--- config.mk ---
export PLATFORM = sky130hd
export DESIGN_NAME = seven_segment_display_link_sender
export DESIGN_NICKNAME = d
export VERILOG_FILES = /design/src/sv/ssdl_pkg.sv /design/src/sv/ssdl_front.sv /design/src/sv/ssdl_back.sv /design/src/sv/seven_segment_display_link_sender.sv
export SDC_FILE = /design/constraint.sdc
export NUM_CORES = 1
export LEC_CHECK = 0
export ABC_AREA = 1
export BUFFER_PORTS_ARGS = -buffer_cell sky130_fd_sc_hd__buf_2
export CORE_MARGIN = 2
export CORE_UTILIZATION = 30
export CTS_CLUSTER_DIAMETER = 150
export DETAILED_ROUTE_END_ITERATION = 12
export PLACE_DENSITY = 0.53
export SYNTH_ARGS = -nofsm -noshare
export SYNTH_HDL_FRONTEND = slang
export SYNTH_MEMORY_MAX_BITS = 65536
export SYNTH_SLANG_ARGS = --single-unit
--- constraint.sdc ---
create_clock -name clk_i -period 2.3 [get_ports clk_i]
set_input_delay 0.23 -clock clk_i [delete_from_list [all_inputs] [get_ports clk_i]]
set_output_delay 0.23 -clock clk_i [all_outputs]
set_load 0.05 [all_outputs]
--- src/sv/ssdl_pkg.sv ---
// shared types, constants and the character to segment table for the
// seven-segment display link sender; no dependencies
package ssdl_pkg;

  localparam int unsigned DIGIT_COUNT_DEF = 4;
  localparam int unsigned CHAR_COUNT      = 4;
  localparam int unsigned PHASE_W         = 5;
  localparam int unsigned CFG_IDX_W       = 1;
  localparam int unsigned CFG_DATA_W      = 8;
  localparam int unsigned QUEUE_DEPTH     = 2;

  // register indexes of the configuration port
  localparam logic [CFG_IDX_W-1:0] CFG_BRIGHTNESS = 1'b0;
  localparam logic [CFG_IDX_W-1:0] CFG_DISPLAY_ON = 1'b1;

  // item kinds
  localparam logic REQ_DISPLAY = 1'b0;
  localparam logic REQ_TICK    = 1'b1;

  localparam logic [7:0] CMD_DATA  = 8'h40;
  localparam logic [7:0] CMD_ADDR  = 8'hC0;
  localparam logic [7:0] CMD_CTRL  = 8'h80;
  localparam logic [7:0] SEG_BLANK = 8'h00;

  // line phases of one byte: eight bits of three phases, then the ack slot
  localparam logic [PHASE_W-1:0] PH_BITS_END = 5'd24;
  localparam logic [PHASE_W-1:0] PH_ACK_REL  = 5'd25;
  localparam logic [PHASE_W-1:0] PH_ACK_HI   = 5'd26;
  localparam logic [PHASE_W-1:0] PH_ACK_LO   = 5'd27;
  localparam logic [PHASE_W-1:0] PH_BYTE_END = 5'd28;
  localparam logic [PHASE_W-1:0] PH_EDGE_END = 5'd3;

  typedef struct packed {
    logic                            req_type;
    logic [CHAR_COUNT-1:0][7:0]      segs;
  } ssdl_item_t;

  typedef struct packed {
    logic       valid;
    ssdl_item_t item;
  } ssdl_q_t;

  typedef struct packed {
    logic clk_level;
    logic dio_level;
    logic dio_released;
    logic busy;
    logic accepted;
    logic done;
  } ssdl_res_t;

  function automatic logic [7:0] char_to_seg(logic [7:0] c);
    logic [7:0] s;
    unique case (c)
      8'h30: s = 8'h3F;  8'h31: s = 8'h06;
      8'h32: s = 8'h5B;  8'h33: s = 8'h4F;
      8'h34: s = 8'h66;  8'h35: s = 8'h6D;
      8'h36: s = 8'h7D;  8'h37: s = 8'h07;
      8'h38: s = 8'h7F;  8'h39: s = 8'h6F;
      8'h41: s = 8'h77;  8'h42: s = 8'h7C;
      8'h43: s = 8'h39;  8'h44: s = 8'h5E;
      8'h45: s = 8'h79;  8'h46: s = 8'h71;
      8'h47: s = 8'h3D;  8'h48: s = 8'h76;
      8'h49: s = 8'h30;  8'h4C: s = 8'h38;
      8'h4E: s = 8'h54;  8'h4F: s = 8'h3F;
      8'h50: s = 8'h73;  8'h52: s = 8'h50;
      8'h53: s = 8'h6D;  8'h54: s = 8'h78;
      8'h55: s = 8'h3E;  8'h59: s = 8'h6E;
      8'h2D: s = 8'h40;
      default: s = SEG_BLANK;
    endcase
    return s;
  endfunction

endpackage

--- src/sv/ssdl_front.sv ---
// front end: takes items, maps characters to segment bytes and queues them
// depends on ssdl_pkg
module ssdl_front (
  input  logic               clk_i,
  input  logic               rst_ni,
  input  logic               in_valid_i,
  output logic               in_ready_o,
  input  logic               req_type_i,
  input  logic [7:0]         char_0_i,
  input  logic [7:0]         char_1_i,
  input  logic [7:0]         char_2_i,
  input  logic [7:0]         char_3_i,
  output ssdl_pkg::ssdl_q_t  q_o,
  input  logic               pop_i
);

  localparam int unsigned PTR_W = $clog2(ssdl_pkg::QUEUE_DEPTH);
  localparam int unsigned CNT_W = $clog2(ssdl_pkg::QUEUE_DEPTH + 1);

  ssdl_pkg::ssdl_item_t entry_q [ssdl_pkg::QUEUE_DEPTH];
  ssdl_pkg::ssdl_item_t item_in;
  logic [PTR_W-1:0]     wr_ptr_q, wr_ptr_d, rd_ptr_q, rd_ptr_d;
  logic [CNT_W-1:0]     cnt_q, cnt_d;
  logic                 push, pop;

  always_comb begin
    item_in.req_type = req_type_i;
    item_in.segs[0]  = ssdl_pkg::char_to_seg(char_0_i);
    item_in.segs[1]  = ssdl_pkg::char_to_seg(char_1_i);
    item_in.segs[2]  = ssdl_pkg::char_to_seg(char_2_i);
    item_in.segs[3]  = ssdl_pkg::char_to_seg(char_3_i);
  end

  assign in_ready_o = (cnt_q != CNT_W'(ssdl_pkg::QUEUE_DEPTH));
  assign push       = in_valid_i && in_ready_o;
  assign pop        = pop_i && (cnt_q != '0);

  assign q_o.valid = (cnt_q != '0);
  assign q_o.item  = entry_q[rd_ptr_q];

  always_comb begin
    wr_ptr_d = wr_ptr_q;
    rd_ptr_d = rd_ptr_q;
    cnt_d    = cnt_q;
    if (push) begin
      wr_ptr_d = (wr_ptr_q == PTR_W'(ssdl_pkg::QUEUE_DEPTH - 1)) ? '0 : wr_ptr_q + 1'b1;
    end
    if (pop) begin
      rd_ptr_d = (rd_ptr_q == PTR_W'(ssdl_pkg::QUEUE_DEPTH - 1)) ? '0 : rd_ptr_q + 1'b1;
    end
    if (push && !pop) begin
      cnt_d = cnt_q + 1'b1;
    end else if (pop && !push) begin
      cnt_d = cnt_q - 1'b1;
    end
  end

  always_ff @(posedge clk_i or negedge rst_ni) begin
    if (!rst_ni) begin
      wr_ptr_q <= '0;
      rd_ptr_q <= '0;
      cnt_q    <= '0;
    end else begin
      wr_ptr_q <= wr_ptr_d;
      rd_ptr_q <= rd_ptr_d;
      cnt_q    <= cnt_d;
    end
  end

  always_ff @(posedge clk_i) begin
    if (push) begin
      entry_q[wr_ptr_q] <= item_in;
    end
  end

endmodule

--- src/sv/ssdl_back.sv ---
// back end: segment store, frame sequencer driving the line phases, config
// registers and the result register; depends on ssdl_pkg
module ssdl_back #(
  parameter int unsigned DIGIT_COUNT = ssdl_pkg::DIGIT_COUNT_DEF
) (
  input  logic                            clk_i,
  input  logic                            rst_ni,
  input  ssdl_pkg::ssdl_q_t               q_i,
  output logic                            pop_o,
  input  logic                            cfg_we_i,
  input  logic [ssdl_pkg::CFG_IDX_W-1:0]  cfg_index_i,
  input  logic [ssdl_pkg::CFG_DATA_W-1:0] cfg_data_i,
  output logic                            out_valid_o,
  input  logic                            out_ready_i,
  output ssdl_pkg::ssdl_res_t             res_o
);

  localparam int unsigned LAST_E = DIGIT_COUNT + 8;
  localparam int unsigned ELEM_W = $clog2(LAST_E + 1);
  localparam int unsigned SEG_W  = $clog2(DIGIT_COUNT);
  localparam int unsigned PW     = ssdl_pkg::PHASE_W;

  // element order: start, data cmd, stop, start, address, digits, stop,
  // start, control, stop
  localparam logic [ELEM_W-1:0] E_CMD_DATA  = ELEM_W'(1);
  localparam logic [ELEM_W-1:0] E_STOP_0    = ELEM_W'(2);
  localparam logic [ELEM_W-1:0] E_START_1   = ELEM_W'(3);
  localparam logic [ELEM_W-1:0] E_CMD_ADDR  = ELEM_W'(4);
  localparam logic [ELEM_W-1:0] E_DIGIT_0   = ELEM_W'(5);
  localparam logic [ELEM_W-1:0] E_STOP_1    = ELEM_W'(DIGIT_COUNT + 5);
  localparam logic [ELEM_W-1:0] E_START_2   = ELEM_W'(DIGIT_COUNT + 6);
  localparam logic [ELEM_W-1:0] E_LAST      = ELEM_W'(LAST_E);

  logic [7:0]        seg_q [DIGIT_COUNT];
  logic [2:0]        brightness_q;
  logic              display_on_q;
  logic              active_q, active_d;
  logic [ELEM_W-1:0] elem_q, elem_d, elem_off;
  logic [PW-1:0]     phase_q, phase_d;
  logic [1:0]        sub_q, sub_d;
  logic [7:0]        shift_q, shift_d, byte_sel;
  logic              clk_q, clk_d, dio_q, dio_d, rel_q, rel_d;
  logic              out_valid_q, out_valid_d;
  ssdl_pkg::ssdl_res_t res_q, res_d;
  logic              take, load, is_start, is_stop, last_phase, accepted, done;
  logic [SEG_W-1:0]  seg_idx;

  assign take  = q_i.valid && (!out_valid_q || out_ready_i);
  assign pop_o = take;
  assign load  = take && (q_i.item.req_type == ssdl_pkg::REQ_DISPLAY) && !active_q;

  assign is_start = (elem_q == '0) || (elem_q == E_START_1) || (elem_q == E_START_2);
  assign is_stop  = (elem_q == E_STOP_0) || (elem_q == E_STOP_1) || (elem_q == E_LAST);
  assign elem_off = elem_q - E_DIGIT_0;
  assign seg_idx  = elem_off[SEG_W-1:0];

  always_comb begin
    if (elem_q == E_CMD_DATA) begin
      byte_sel = ssdl_pkg::CMD_DATA;
    end else if (elem_q == E_CMD_ADDR) begin
      byte_sel = ssdl_pkg::CMD_ADDR;
    end else if (elem_q >= E_DIGIT_0 && elem_q < E_STOP_1) begin
      byte_sel = seg_q[seg_idx];
    end else begin
      byte_sel = ssdl_pkg::CMD_CTRL | {4'b0000, display_on_q, brightness_q};
    end
  end

  always_comb begin
    active_d   = active_q;
    elem_d     = elem_q;
    phase_d    = phase_q;
    sub_d      = sub_q;
    shift_d    = shift_q;
    clk_d      = clk_q;
    dio_d      = dio_q;
    rel_d      = rel_q;
    accepted   = 1'b0;
    done       = 1'b0;
    last_phase = 1'b0;
    if (load) begin
      active_d = 1'b1;
      elem_d   = '0;
      phase_d  = '0;
      sub_d    = '0;
      accepted = 1'b1;
    end else if (take && q_i.item.req_type == ssdl_pkg::REQ_TICK && active_q) begin
      if (is_start) begin
        case (phase_q[1:0])
          2'd0:    dio_d = 1'b1;
          2'd1:    clk_d = 1'b1;
          2'd2:    dio_d = 1'b0;
          default: clk_d = 1'b0;
        endcase
        last_phase = (phase_q == ssdl_pkg::PH_EDGE_END);
      end else if (is_stop) begin
        case (phase_q[1:0])
          2'd0:    clk_d = 1'b0;
          2'd1:    dio_d = 1'b0;
          2'd2:    clk_d = 1'b1;
          default: dio_d = 1'b1;
        endcase
        last_phase = (phase_q == ssdl_pkg::PH_EDGE_END);
      end else begin
        if (phase_q < ssdl_pkg::PH_BITS_END) begin
          case (sub_q)
            2'd0: begin
              clk_d = 1'b0;
              if (phase_q == '0) begin
                shift_d = byte_sel;
              end
            end
            2'd1:    dio_d = shift_q[0];
            default: begin
              clk_d   = 1'b1;
              shift_d = {1'b0, shift_q[7:1]};
            end
          endcase
        end else if (phase_q == ssdl_pkg::PH_ACK_REL) begin
          rel_d = 1'b1;
        end else if (phase_q == ssdl_pkg::PH_ACK_HI) begin
          clk_d = 1'b1;
        end else if (phase_q == ssdl_pkg::PH_BYTE_END) begin
          rel_d = 1'b0;
        end else begin
          // first and last clock-low phases of the ack slot
          clk_d = 1'b0;
        end
        last_phase = (phase_q == ssdl_pkg::PH_BYTE_END);
      end
      sub_d = (sub_q == 2'd2) ? 2'd0 : sub_q + 1'b1;
      if (last_phase) begin
        phase_d = '0;
        sub_d   = '0;
        if (elem_q == E_LAST) begin
          elem_d   = '0;
          active_d = 1'b0;
          done     = 1'b1;
        end else begin
          elem_d = elem_q + 1'b1;
        end
      end else begin
        phase_d = phase_q + 1'b1;
      end
    end
  end

  always_comb begin
    res_d              = res_q;
    out_valid_d        = out_valid_q;
    if (take) begin
      out_valid_d        = 1'b1;
      res_d.clk_level    = clk_d;
      res_d.dio_level    = dio_d;
      res_d.dio_released = rel_d;
      res_d.busy         = active_d;
      res_d.accepted     = accepted;
      res_d.done         = done;
    end else if (out_ready_i) begin
      out_valid_d = 1'b0;
    end
  end

  always_ff @(posedge clk_i or negedge rst_ni) begin
    if (!rst_ni) begin
      active_q     <= 1'b0;
      elem_q       <= '0;
      phase_q      <= '0;
      sub_q        <= '0;
      shift_q      <= '0;
      clk_q        <= 1'b1;
      dio_q        <= 1'b1;
      rel_q        <= 1'b0;
      out_valid_q  <= 1'b0;
      brightness_q <= 3'd2;
      display_on_q <= 1'b1;
    end else begin
      active_q    <= active_d;
      elem_q      <= elem_d;
      phase_q     <= phase_d;
      sub_q       <= sub_d;
      shift_q     <= shift_d;
      clk_q       <= clk_d;
      dio_q       <= dio_d;
      rel_q       <= rel_d;
      out_valid_q <= out_valid_d;
      if (cfg_we_i) begin
        case (cfg_index_i)
          ssdl_pkg::CFG_BRIGHTNESS: brightness_q <= cfg_data_i[2:0];
          ssdl_pkg::CFG_DISPLAY_ON: display_on_q <= cfg_data_i[0];
          default: ;
        endcase
      end
    end
  end

  always_ff @(posedge clk_i) begin
    res_q <= res_d;
  end

  // digits past the fourth character are blank
  always_ff @(posedge clk_i) begin
    if (load) begin
      for (int i = 0; i < DIGIT_COUNT; i++) begin
        seg_q[i] <= (i < ssdl_pkg::CHAR_COUNT) ?
                    q_i.item.segs[i % ssdl_pkg::CHAR_COUNT] : ssdl_pkg::SEG_BLANK;
      end
    end
  end

  assign out_valid_o = out_valid_q;
  assign res_o       = res_q;

endmodule

--- src/sv/seven_segment_display_link_sender.sv ---
// top level of the seven-segment display link sender
// depends on ssdl_pkg, ssdl_front and ssdl_back
//
// Input channel (in_valid_i/in_ready_o): each item is either a display
// request with four ASCII characters (req_type_i = 0) or one line tick
// (req_type_i = 1). A request starts the three-frame sequence if the block is
// idle and is otherwise dropped; while busy every tick moves the two lines by
// one phase, and a tick while idle changes nothing.
// Each input item gives exactly one result on the output channel
// (out_valid_o/out_ready_i): line levels after the item, busy, whether a
// request was taken, and a done flag on the tick that ends the last stop.
// An accepted input passes the queue, then the result register. One item per
// cycle is sustained while results are taken, one sequencer step per item.
// A two-entry queue between front and back plus the result register lets the
// input side keep going for up to three items while the receiver stalls;
// after that in_ready_o drops until a result is taken.
// Config port (cfg_valid_i/cfg_ready_o): always ready, index 0 brightness,
// index 1 display enable. Reset: lines idle high, not busy, brightness 2,
// display on, queue empty.
module seven_segment_display_link_sender #(
  parameter int unsigned DIGIT_COUNT = ssdl_pkg::DIGIT_COUNT_DEF
) (
  input  logic                            clk_i,
  input  logic                            rst_ni,
  input  logic                            in_valid_i,
  output logic                            in_ready_o,
  input  logic                            req_type_i,
  input  logic [7:0]                      char_0_i,
  input  logic [7:0]                      char_1_i,
  input  logic [7:0]                      char_2_i,
  input  logic [7:0]                      char_3_i,
  output logic                            out_valid_o,
  input  logic                            out_ready_i,
  output logic                            clk_level_o,
  output logic                            dio_level_o,
  output logic                            dio_released_o,
  output logic                            busy_res_o,
  output logic                            request_accepted_o,
  output logic                            sequence_done_o,
  input  logic                            cfg_valid_i,
  output logic                            cfg_ready_o,
  input  logic [ssdl_pkg::CFG_IDX_W-1:0]  cfg_index_i,
  input  logic [ssdl_pkg::CFG_DATA_W-1:0] cfg_data_i
);

  ssdl_pkg::ssdl_q_t   q;
  ssdl_pkg::ssdl_res_t res;
  logic                pop;

  assign cfg_ready_o = 1'b1;

  ssdl_front u_front (
    .clk_i      (clk_i),
    .rst_ni     (rst_ni),
    .in_valid_i (in_valid_i),
    .in_ready_o (in_ready_o),
    .req_type_i (req_type_i),
    .char_0_i   (char_0_i),
    .char_1_i   (char_1_i),
    .char_2_i   (char_2_i),
    .char_3_i   (char_3_i),
    .q_o        (q),
    .pop_i      (pop)
  );

  ssdl_back #(
    .DIGIT_COUNT (DIGIT_COUNT)
  ) u_back (
    .clk_i       (clk_i),
    .rst_ni      (rst_ni),
    .q_i         (q),
    .pop_o       (pop),
    .cfg_we_i    (cfg_valid_i && cfg_ready_o),
    .cfg_index_i (cfg_index_i),
    .cfg_data_i  (cfg_data_i),
    .out_valid_o (out_valid_o),
    .out_ready_i (out_ready_i),
    .res_o       (res)
  );

  assign clk_level_o        = res.clk_level;
  assign dio_level_o        = res.dio_level;
  assign dio_released_o     = res.dio_released;
  assign busy_res_o         = res.busy;
  assign request_accepted_o = res.accepted;
  assign sequence_done_o    = res.done;

endmodule

[Word level (Yosys, flattened, before mapping)]
Memory sizes are Yosys's and may differ from the RTL's.
Cells that the tools add are included.
Cells by class
  $add $sub $neg: 8
  multipliers: 0
  div/mod/pow operators: 0
  magnitude comparators: 3
  eq/ne operators: 17
  shift-type cells: 0
  mux-type cells: 66
  bitwise logic cells: 8
  reduce and logical (&&, ||, !) cells: 34
Operators by type and width (number)
  $mux 8: 8
  $mux 1: 39
  $mux 4: 4
  $pmux 8 s2: 1
  $eq 5x5->1 const B: 3
  $mux 5: 3
  $eq 4x4->1 const B: 3
  $mux 2: 6
  $logic_and 1x1->1: 10
  $pmux 1 s2: 5
  $reduce_bool 2->1: 5
  $eq 4x2->1 const B: 2
  $not 1->1: 8
  $reduce_and 7->1: 1
  $reduce_and 2->1: 3
  $add 5x1->5 const B: 1
  $eq 5x2->1 const B: 1
  $logic_not 5->1: 1
  $logic_or 1x1->1: 5
  $lt 5x5->1 const B: 1
  $add 2x1->2 const B: 2
  $add 4x1->4 const B: 1
  $eq 2x1->1 const B: 2
  $eq 2x2->1 const B: 2
  13 further kinds: 19
Word-level totals
  register bits: 38
  latch bits: 0
  memory bits (writable): 98
  ROM bits: 3584
  input port bits: 47
  output and inout port bits: 9
  word-level logic and storage cells: 162
  memories kept: 6
Memories
  (name not given): depth 128, width 7, read ports 1, clocked after memory_dff 0, write ports 0, line ssdl_pkg.sv:54  | unique case (c)
  (name not given): depth 128, width 7, read ports 1, clocked after memory_dff 0, write ports 0, line ssdl_pkg.sv:54
  (name not given): depth 128, width 7, read ports 1, clocked after memory_dff 0, write ports 0, line ssdl_pkg.sv:54
  (name not given): depth 128, width 7, read ports 1, clocked after memory_dff 0, write ports 0, line ssdl_pkg.sv:54
  u_front.entry_q: depth 2, width 33, read ports 1, clocked after memory_dff 0, write ports 1, line ssdl_front.sv:20  | ssdl_pkg::ssdl_item_t entry_q [ssdl_pkg::QUEUE_DEPTH];
  u_back.seg_q: depth 4, width 8, read ports 1, clocked after memory_dff 0, write ports 4, line ssdl_back.sv:34  | logic [7:0] seg_q [DIGIT_COUNT];

[Logic depth before layout (Yosys ltp)]
Gate-level depths: netlist of run 1.
  word-level depth: 10
  gate-level depth with buffers: 15
  depth with buffers taken out: 13

[Hierarchy]
From an unflattened synthesis of run 1, not the netlist that was laid out.
Second synthesis, totals
  cells, all modules: 1085
  area total of the unflattened synthesis: 8329.2 um2
Modules (own cells, without submodules)
  ssdl_front: times used 1, cells each 724, area an instance 5019.8 um2, seq. area each 1841.8 um2
  ssdl_back: times used 1, cells each 359, area an instance 3298.2 um2, seq. area each 1846.8 um2
  seven_segment_display_link_sender: times used 1, cells each 2, area an instance 11.3 um2, seq. area each 0.0 um2

[Worst setup path before layout of run 1]
No wires, ideal clock.
  path kind: reg2reg
  start point: reg u_front.cnt_q[0]
  end point: mem u_front.entry_q[1][0] (netlist name) (enable)
  library setup time: 416 ps
  arrival: 2222 ps
  required time: 1884 ps
  slack: -339 ps
  cell stages (with the launch flop): 5
  buffers on the path: 0
  clock period less this slack: 2639 ps
  path through: dfrtp_1 -> inv_1 -> nand2_1 -> nand2_1 -> nor2_1
Between the ends
  word-level cells in the longest chain between the ends: 4
Ends and longest elaborated chain
  start: declaration: line ssdl_front.sv:23  | logic [CNT_W-1:0] cnt_q, cnt_d;
  start signal: assignment: line ssdl_front.sv:66  | cnt_q <= cnt_d;
  $ne 2x2->1: line ssdl_front.sv:34  | assign in_ready_o = (cnt_q != CNT_W'(ssdl_pkg::QUEUE_DEPTH));
  via in_ready_o: line seven_segment_display_link_sender.sv:26  | output logic in_ready_o,
  $logic_and 1x1->1: line ssdl_front.sv:35  | assign push = in_valid_i && in_ready_o;
  $mux 1: line ssdl_front.sv:71  | if (push) begin
  $mux 1 (not written as such): line ssdl_front.sv:72  | entry_q[wr_ptr_q] <= item_in;
  end: declaration: line ssdl_front.sv:20
The timed path passes the listed nets, and every way through them passes these cells.

[Worst setup path after layout of run 1]
  start point: reg u_back.elem_q[0]
  end point: reg u_back.shift_q[1]
Between the ends
  word-level cells in the longest chain between the ends: 7
  elaborated cells on any way between the ends: 25
  those cells by class: add/sub: 1; order compare: 2; eq/ne: 7; mux: 5; bitwise: 2; reduce/logical: 7; memory: 1
Ends and longest elaborated chain
  start: declaration: line ssdl_back.sv:38  | logic [ELEM_W-1:0] elem_q, elem_d, elem_off;
  start signal: assignment: line ssdl_back.sv:179  | elem_q <= elem_d;
  $sub 2x1->2, or another cell as far along: line ssdl_back.sv:54  | assign elem_off = elem_q - E_DIGIT_0;
  $mem_v2 4x8 / $logic_and 1x1->1 (equally long branches)
  $mux 8: line ssdl_back.sv:62  | end else if (elem_q >= E_DIGIT_0 && elem_q < E_STOP_1) begin
  $mux 8: line ssdl_back.sv:60  | end else if (elem_q == E_CMD_ADDR) begin
  $mux 8: line ssdl_back.sv:58  | if (elem_q == E_CMD_DATA) begin
  $mux 8: line ssdl_back.sv:109  | if (phase_q == '0) begin
  $pmux 8 s2: line ssdl_back.sv:106  | case (sub_q)
  end signal: assignment: line ssdl_back.sv:182  | shift_q <= shift_d;
  end: declaration: line ssdl_back.sv:41  | logic [7:0] shift_q, shift_d, byte_sel;
Parallel ways exist; a longest one is shown, timed or not. The select of a mux whose other input is x is not followed.
A chain may end at the register's enable or synchronous reset.

==> results of run 1 <==
## layout by cell type (no fill, tap or decap), drive strengths merged
master and instances:
inv 97, dlygate4sd3 5, mux2 1, xor2 2, nor3 6, nand3 104, nor2 72, ha 42
a31oi 2, conb 1, dfstp 4, clkinv 6, dfrtp 28, nand2 371, edfxtp 92, clkbuf 18
a21oi 68, buf 58, o22ai 3, xnor2 4, nand4 8, nand3b 5, o21ai 94, a2bb2oi 1
clkinvlp 2, bufinv 2, or2 1, o31ai 1
## power groups by stage
stage	Clock [W]	Sequential, W	Combinational (W)
finish	0.00261	0.00338	0.00299
global route	0.00277	0.00344	0.00342
CTS	0.00268	0.00338	0.00301
detailed placement	0	0.00342	0.00299
global placement	0	0.00342	0.00299
floorplan	0	0.00351	0.00210
## layer usage
metal | wire, µm | track usage [%] | vias to the layer above
met4 | 286 | 3.898 | 0
met5 | 0 | 0 | -
met2 | 8526 | 21.43 | 135
met1 | 8483 | 17.17 | 3097
met3 | 615 | 2.812 | 24
li1 | - | - | 3532
## worst register-to-register path, stage by stage (launching register included)
cell and delay, ns:
dfrtp_2 0.49, inv_1 0.21, ha_2 0.21, inv_1 0.04, o21ai_1 0.30, nand2_1 0.27
nand3_1 0.15, nand3_1 0.10, nand2_1 0.09, nand2_1 0.04, nand2_1 0.05
## what timing repair did
item                                   in CTS  in global routing
setup endpoints to repair                   0                  9
hold buffers                                5                  0
buffers inserted                            0                  0
gates resized for setup                     0                  2
endpoints found under the hold margin      32                  0
## registers in the layout, indices dropped and copies added (netlist names), 2 cells and up
| register | cells |
|---|---|
| u_back.seg_q | 28 |
| u_front.entry_q | 58 |
| u_back.res_o | 6 |
| u_front.cnt_q | 2 |
| u_back.phase_q | 5 |
| u_back.elem_q | 4 |
| u_back.sub_q | 2 |
| u_back.shift_q | 8 |
| u_back.brightness_q | 3 |
## logic make-up after synthesis
| kind of cell | share of synthesized area (%) |
|---|---|
| other | 0.04740 |
| flip-flops | 45.11 |
| AO/OA/AOI/OAI | 10.90 |
| multiplexers | 0.1423 |
| AND/OR/NAND/NOR | 30.18 |
| buffers and inverters | 6.326 |
| adder cells (fa/ha/maj) | 6.642 |
| XOR/XNOR | 0.6642 |
## cell type report
cell class | instances | area, µm² | area share, %
multi-input cells | 786 | 3850 | 42.09
flip-flops and latches | 124 | 3570 | 39.02
clock buffers | 18 | 429.2 | 4.692
well taps | 335 | 419.2 | 4.582
repair buffers | 63 | 375.4 | 4.103
inverters | 93 | 349.1 | 3.816
clock inverters | 14 | 155.1 | 1.696
## metrics by stage
stage	setup WS (ns)	power [W]	cells	hold WS [ns]
2_1_floorplan	0.1090	0.005615	1038	-0.06559
3_3_place_gp	0.2298	0.006407	1396	0.3522
3_5_place_dp	0.1667	0.006415	1396	0.3384
4_1_cts	0.1577	0.009080	1433	0.04388
5_1_grt	0.1183	0.009624	1433	0.05341
6_report	0.2970	0.008984	1433	0.06121
## final timing paths
check	to	slack, ns	cells after the start
max in group asynchronous	u_back.elem_q[0]	1.37	2
hold reg to reg	u_back.brightness_q[1]	0.48	2
setup / recovery	u_back.shift_q[1]	0.30	10
setup reg to reg	u_back.shift_q[1]	0.30	10
hold / removal	u_back.brightness_q[2]	0.06	2
min in group asynchronous	u_back.active_q	0.42	2
==> impl_metrics.csv, run 1 <==
group,metric,value,unit
status,status,"finished clean",
global_route,antenna_found_initial,0,
worst_setup_path,critPathMaxFanout,11,
route,ant_nets,0,
logic_synthesis,netlist_area,0.007911,mm²
die,start_util,30.45,%
power,vdd_drop_max,0.5530,mV
worst_setup_path,cp-end-kind,"flip-flop",
route,drtIter0Drc,467,
logic_synthesis,synth.distinct_cells,35,
logic_synthesis,async_flop_share,25.81,%
worst_setup_path,cp-start-kind,"flip-flop",
power,internal_power,0.005631,W
global_route,grt_first_pass_wirelength,29.91,mm
final_layout,fill_cells,2724,
global_route,grt_max_degree,33,
die,die_x,166.4,µm
timing,setup_tns,0,ns
logic_synthesis,synth_area_leader_cell,"edfxtp_1",
worst_setup_path,slowest_stage,"dfrtp_2",
die,fp.dieH,166.4,µm
logic_synthesis,synth_most_common_cell,"nand2_1",
logic_synthesis,synth_area_per_cell,7.622,µm²
timing,finalSetupViolations,0,
worst_setup_path,cp_data_arrival_time,2.36,ns
logic_synthesis,syn_inst,1038,
power,p_comb_share,33.3,%
power,power.leakage,4.223,nW
timing,drv_slew,0,
route,dr_total_vias,6788,
logic_synthesis,synth_top_area_share,34.92,%
logic_synthesis,synth_fp_nets,1127,
final_layout,drive_gt1_share,11.20,%
timing,max_freq,0.4992,GHz
route,wire_per_inst,12.50,µm
logic_synthesis,synth_area_leaders,"edfxtp_1 35%, nand2_1 17%, dfrtp_1 8.9%",
placed_design,dp_hpwl,13.08,mm
global_route,grt_pass1_vias,6302,
final_layout,final_area,0.009148,mm²
logic_synthesis,synth.top_cells.by_count,"366 x nand2_1, 99 x nand3_1, 92 x edfxtp_1",
route,drt-total-wl,17.91,mm
logic_synthesis,postSynthRegisterBits,124,
timing,min_period,2.003,ns
logic_synthesis,synth_flop_cell,"edfxtp_1",
die,fp.coreArea,0.02598,mm²
cts,htreeDepth,4,
cts,cts-root-buf,"clkbuf_16",
timing,post-route-period-util,87.09,%
cts,numCtsBuffers,17,
cts,clock_latency,0.42,ns
global_route,grt-ovfl-total,0,
worst_setup_path,critPathRequiredTime,2.66,ns
timing,worst_pin_slew,0.7421,ns
power,powerDensity,982.1,mW/mm²
worst_setup_path,path_buf_inv,2,
worst_setup_path,crit_family,"simple AND/OR/NAND/NOR gates",
power,swShare,37.32,%
timing,final-hold-violation-count,0,
placed_design,place_congestion,0.9013,
final_layout,n_antenna_cell,0,
cts,clkTransAtPathRegs,0.06,ns
final_layout,nNetsFinal,1174,
cts,cts_tree,"built",
timing,rsz0062_at_grt,"no",
worst_setup_path,crit_top_cell,"nand2_1",
timing,slew_headroom,50.53,%
timing,skew,0.005966,ns
worst_setup_path,crit_path_max_incr_delay,0.49,ns
route,drc,0,
logic_synthesis,synth-seq-area-share,45.11,%
logic_synthesis,synth_edf_count,92,
placed_design,placed_cell_area,0.008509,mm²
route,dr.pass1.iters,5,
worst_setup_path,cp_cell_sequence,"inv_1, ha_2, inv_1, o21ai_1, nand2_1, nand3_1, nand3_1, nand2_1, nand2_1, nand2_1",
cts,clock_sinks,124,
min_path,hold_class,"in -> reg",
placed_design,portBuffers,49,
power,p_seq_share,37.6,%
final_layout,final_util,35.20,%
worst_setup_path,crit_start,"u_back.elem_q[0]",
die,io_pins,56,
die,num_rows,59,
final_layout,area_delta_synth_final,15.63,%
worst_setup_path,r2r-start,"u_back.elem_q[0]",
power,clockPowerShare,29.1,%
cts,cts_buffer_depth,2,
job,max_cap_viol_count,0,
worst_setup_path,path_class,"reg -> reg",
die,die_area,0.02769,mm²
power,power.net_switching,0.003353,W
logic_synthesis,yosysWarnings,0,
min_path,hold_path.startpoint,"cfg_data_i[2]",
route,drt-vias-per-instance,4.737,
global_route,grt_use_total,13.01,%
(Power assumes the default switching activity.)
==> inputs of run 2 (changes only) <==
BUFFER_PORTS_ARGS = not set   (was -buffer_cell sky130_fd_sc_hd__buf_2)
DONT_BUFFER_PORTS = 1   (was not set)
PLACE_DENSITY = 0.51   (was 0.53)
==> impl_metrics.csv, run 2 (same netlist as run 1, synthesis figures left out) <==
group,metric,value,unit
route,drt-vias-per-instance,4.683,
final_layout,fill_cells,2739,
final_layout,seqCellArea,0.003568,mm²
timing,rsz0062_at_grt,"no",
cts,cts_tree,"built",
die,start_util,30.45,%
die,fp.coreArea,0.02598,mm²
timing,finalSetupViolations,0,
worst_setup_path,cp_data_arrival_time,2.27,ns
cts,clock_latency,0.41,ns
die,io_pins,56,
final_layout,n_antenna_cell,0,
timing,post-route-period-util,83.49,%
power,vdd_drop_max,0.5353,mV
final_layout,nNetsFinal,1131,
die,num_rows,59,
final_layout,largest_register_ffs,58,
timing,setup_tns,0,ns
cts,cts-root-buf,"clkbuf_16",
global_route,grt_first_pass_wirelength,30.11,mm
job,max_cap_viol_count,0,
timing,drv_slew,0,
global_route,antenna_found_initial,0,
die,die_x,166.4,µm
die,fp.dieH,166.4,µm
min_path,hold_class,"in -> reg",
worst_setup_path,cp-end-kind,"flip-flop",
final_layout,area_delta_synth_final,13.19,%
power,powerDensity,986.5,mW/mm²
power,power.leakage,4.050,nW
timing,min_period,1.920,ns
timing,hold_ws,0.02417,ns
final_layout,multi_input_area,0.003847,mm²
placed_design,portBuffers,0,
route,drt-total-wl,17.75,mm
worst_setup_path,critPathMaxFanout,8,
worst_setup_path,critPathRequiredTime,2.65,ns
global_route,grt-ovfl-total,0,
worst_setup_path,path_class,"reg -> reg",
cts,cts_buffer_depth,2,
global_route,grt_pass1_vias,6287,
die,die_area,0.02769,mm²
final_layout,drive_gt1_share,6.919,%
cts,clkTransAtPathRegs,0.06,ns
placed_design,dp_cells,1349,
global_route,grt_max_degree,33,
route,wire_per_inst,12.77,µm
placed_design,dp_hpwl,12.96,mm
global_route,grt_use_total,13.06,%
route,drtIter0Drc,518,
power,totalPowerFinal,0.008834,W
status,status,"finished clean",
worst_setup_path,cp-start-kind,"flip-flop",
cts,clock_sinks,124,
timing,skew,0.01019,ns
final_layout,final_cell_mix,"366 x nand2_1, 99 x nand3_1, 92 x edfxtp_1",
timing,max_freq,0.5207,GHz
final_layout,reg_top3,"u_front.entry_q: 58 flops, u_back.seg_q: 28 flops, u_back.shift_q: 8 flops",
cts,htreeDepth,4,
route,ant_nets,0,
final_layout,mostFrequentLayoutCell,"nand2_1",
cts,numCtsBuffers,17,
placed_design,place_congestion,0.8799,
route,drc,0,
final_layout,top_register,"u_front.entry_q",
route,dr_total_vias,6509,
final_layout,instances_no_fill,1390,
timing,final-hold-violation-count,0,
route,dr.pass1.iters,7,
## run 2: stage by stage
step                utilization, %  cell area, µm²  setup slack [ns]
detailed placement           31.86            8279            0.3861
floorplan                        -            7916            0.1090
finish                       34.46            8955            0.3796
CTS                          34.46            8955            0.3751
global route                 34.46            8955            0.1784
global placement             31.86            8279            0.4078
## run 2: what timing repair did
| action | in CTS | in global routing |
|---|---|---|
| endpoints found under the hold margin | 39 | 0 |
| hold buffers | 9 | 0 |
| resized for setup | 0 | 0 |
| setup buffers | 0 | 0 |
| endpoints found under the setup margin | 0 | 0 |
## run 2: final cells by class
cell class / instances / share of cell area (%)
multi-input cells: 786 / 42.96
flip-flops and latches: 124 / 39.85
clock buffers: 19 / 4.834
well taps: 335 / 4.681
inverters: 93 / 3.898
repair buffers: 20 / 2.180
clock inverters: 13 / 1.593
## run 2: per-layer routing
layer,vias to the layer above,wire (µm),global-route usage (%)
met5,-,0,0
met4,0,187,3.486
met3,13,731,3.122
met2,110,8432,21.76
met1,2944,8398,17.01
li1,3442,-,-
## run 2: worst max-delay path, cell delays in order, from the launching register on
cell and delay [ns]:
dfrtp_1 0.42, inv_1 0.19, ha_1 0.19, inv_1 0.04, o21ai_1 0.29, nand2_1 0.28
nand3_1 0.18, nand3_1 0.10, nand2_1 0.08, nand2_1 0.04, nand2_1 0.05
## run 2: path summary, 6_finish.rpt
| check | from | endpoint | slack (ns) | depth (start not counted) |
|---|---|---|---|---|
| min in group asynchronous | rst_ni | u_back.phase_q[3] | 0.26 | 2 |
| hold / removal | char_2_i[7] | u_front.entry_q[1][22] | 0.02 | 1 |
| setup reg to reg | u_back.elem_q[0] | u_back.shift_q[0] | 0.38 | 10 |
| max in group asynchronous | rst_ni | u_back.brightness_q[1] | 1.77 | 2 |
| setup / recovery | u_back.elem_q[0] | u_back.shift_q[0] | 0.38 | 10 |
| hold reg to reg | u_back.shift_q[3] | u_back.shift_q[3] | 0.48 | 2 |
## run 2: report_power, final
group	internal [W]	total, W	switching [W]
logic	0.000875	0.00274	0.00187
clock network	0.00160	0.00257	0.000976
registers	0.00311	0.00352	0.000410
total	0.00558	0.00883	0.00325
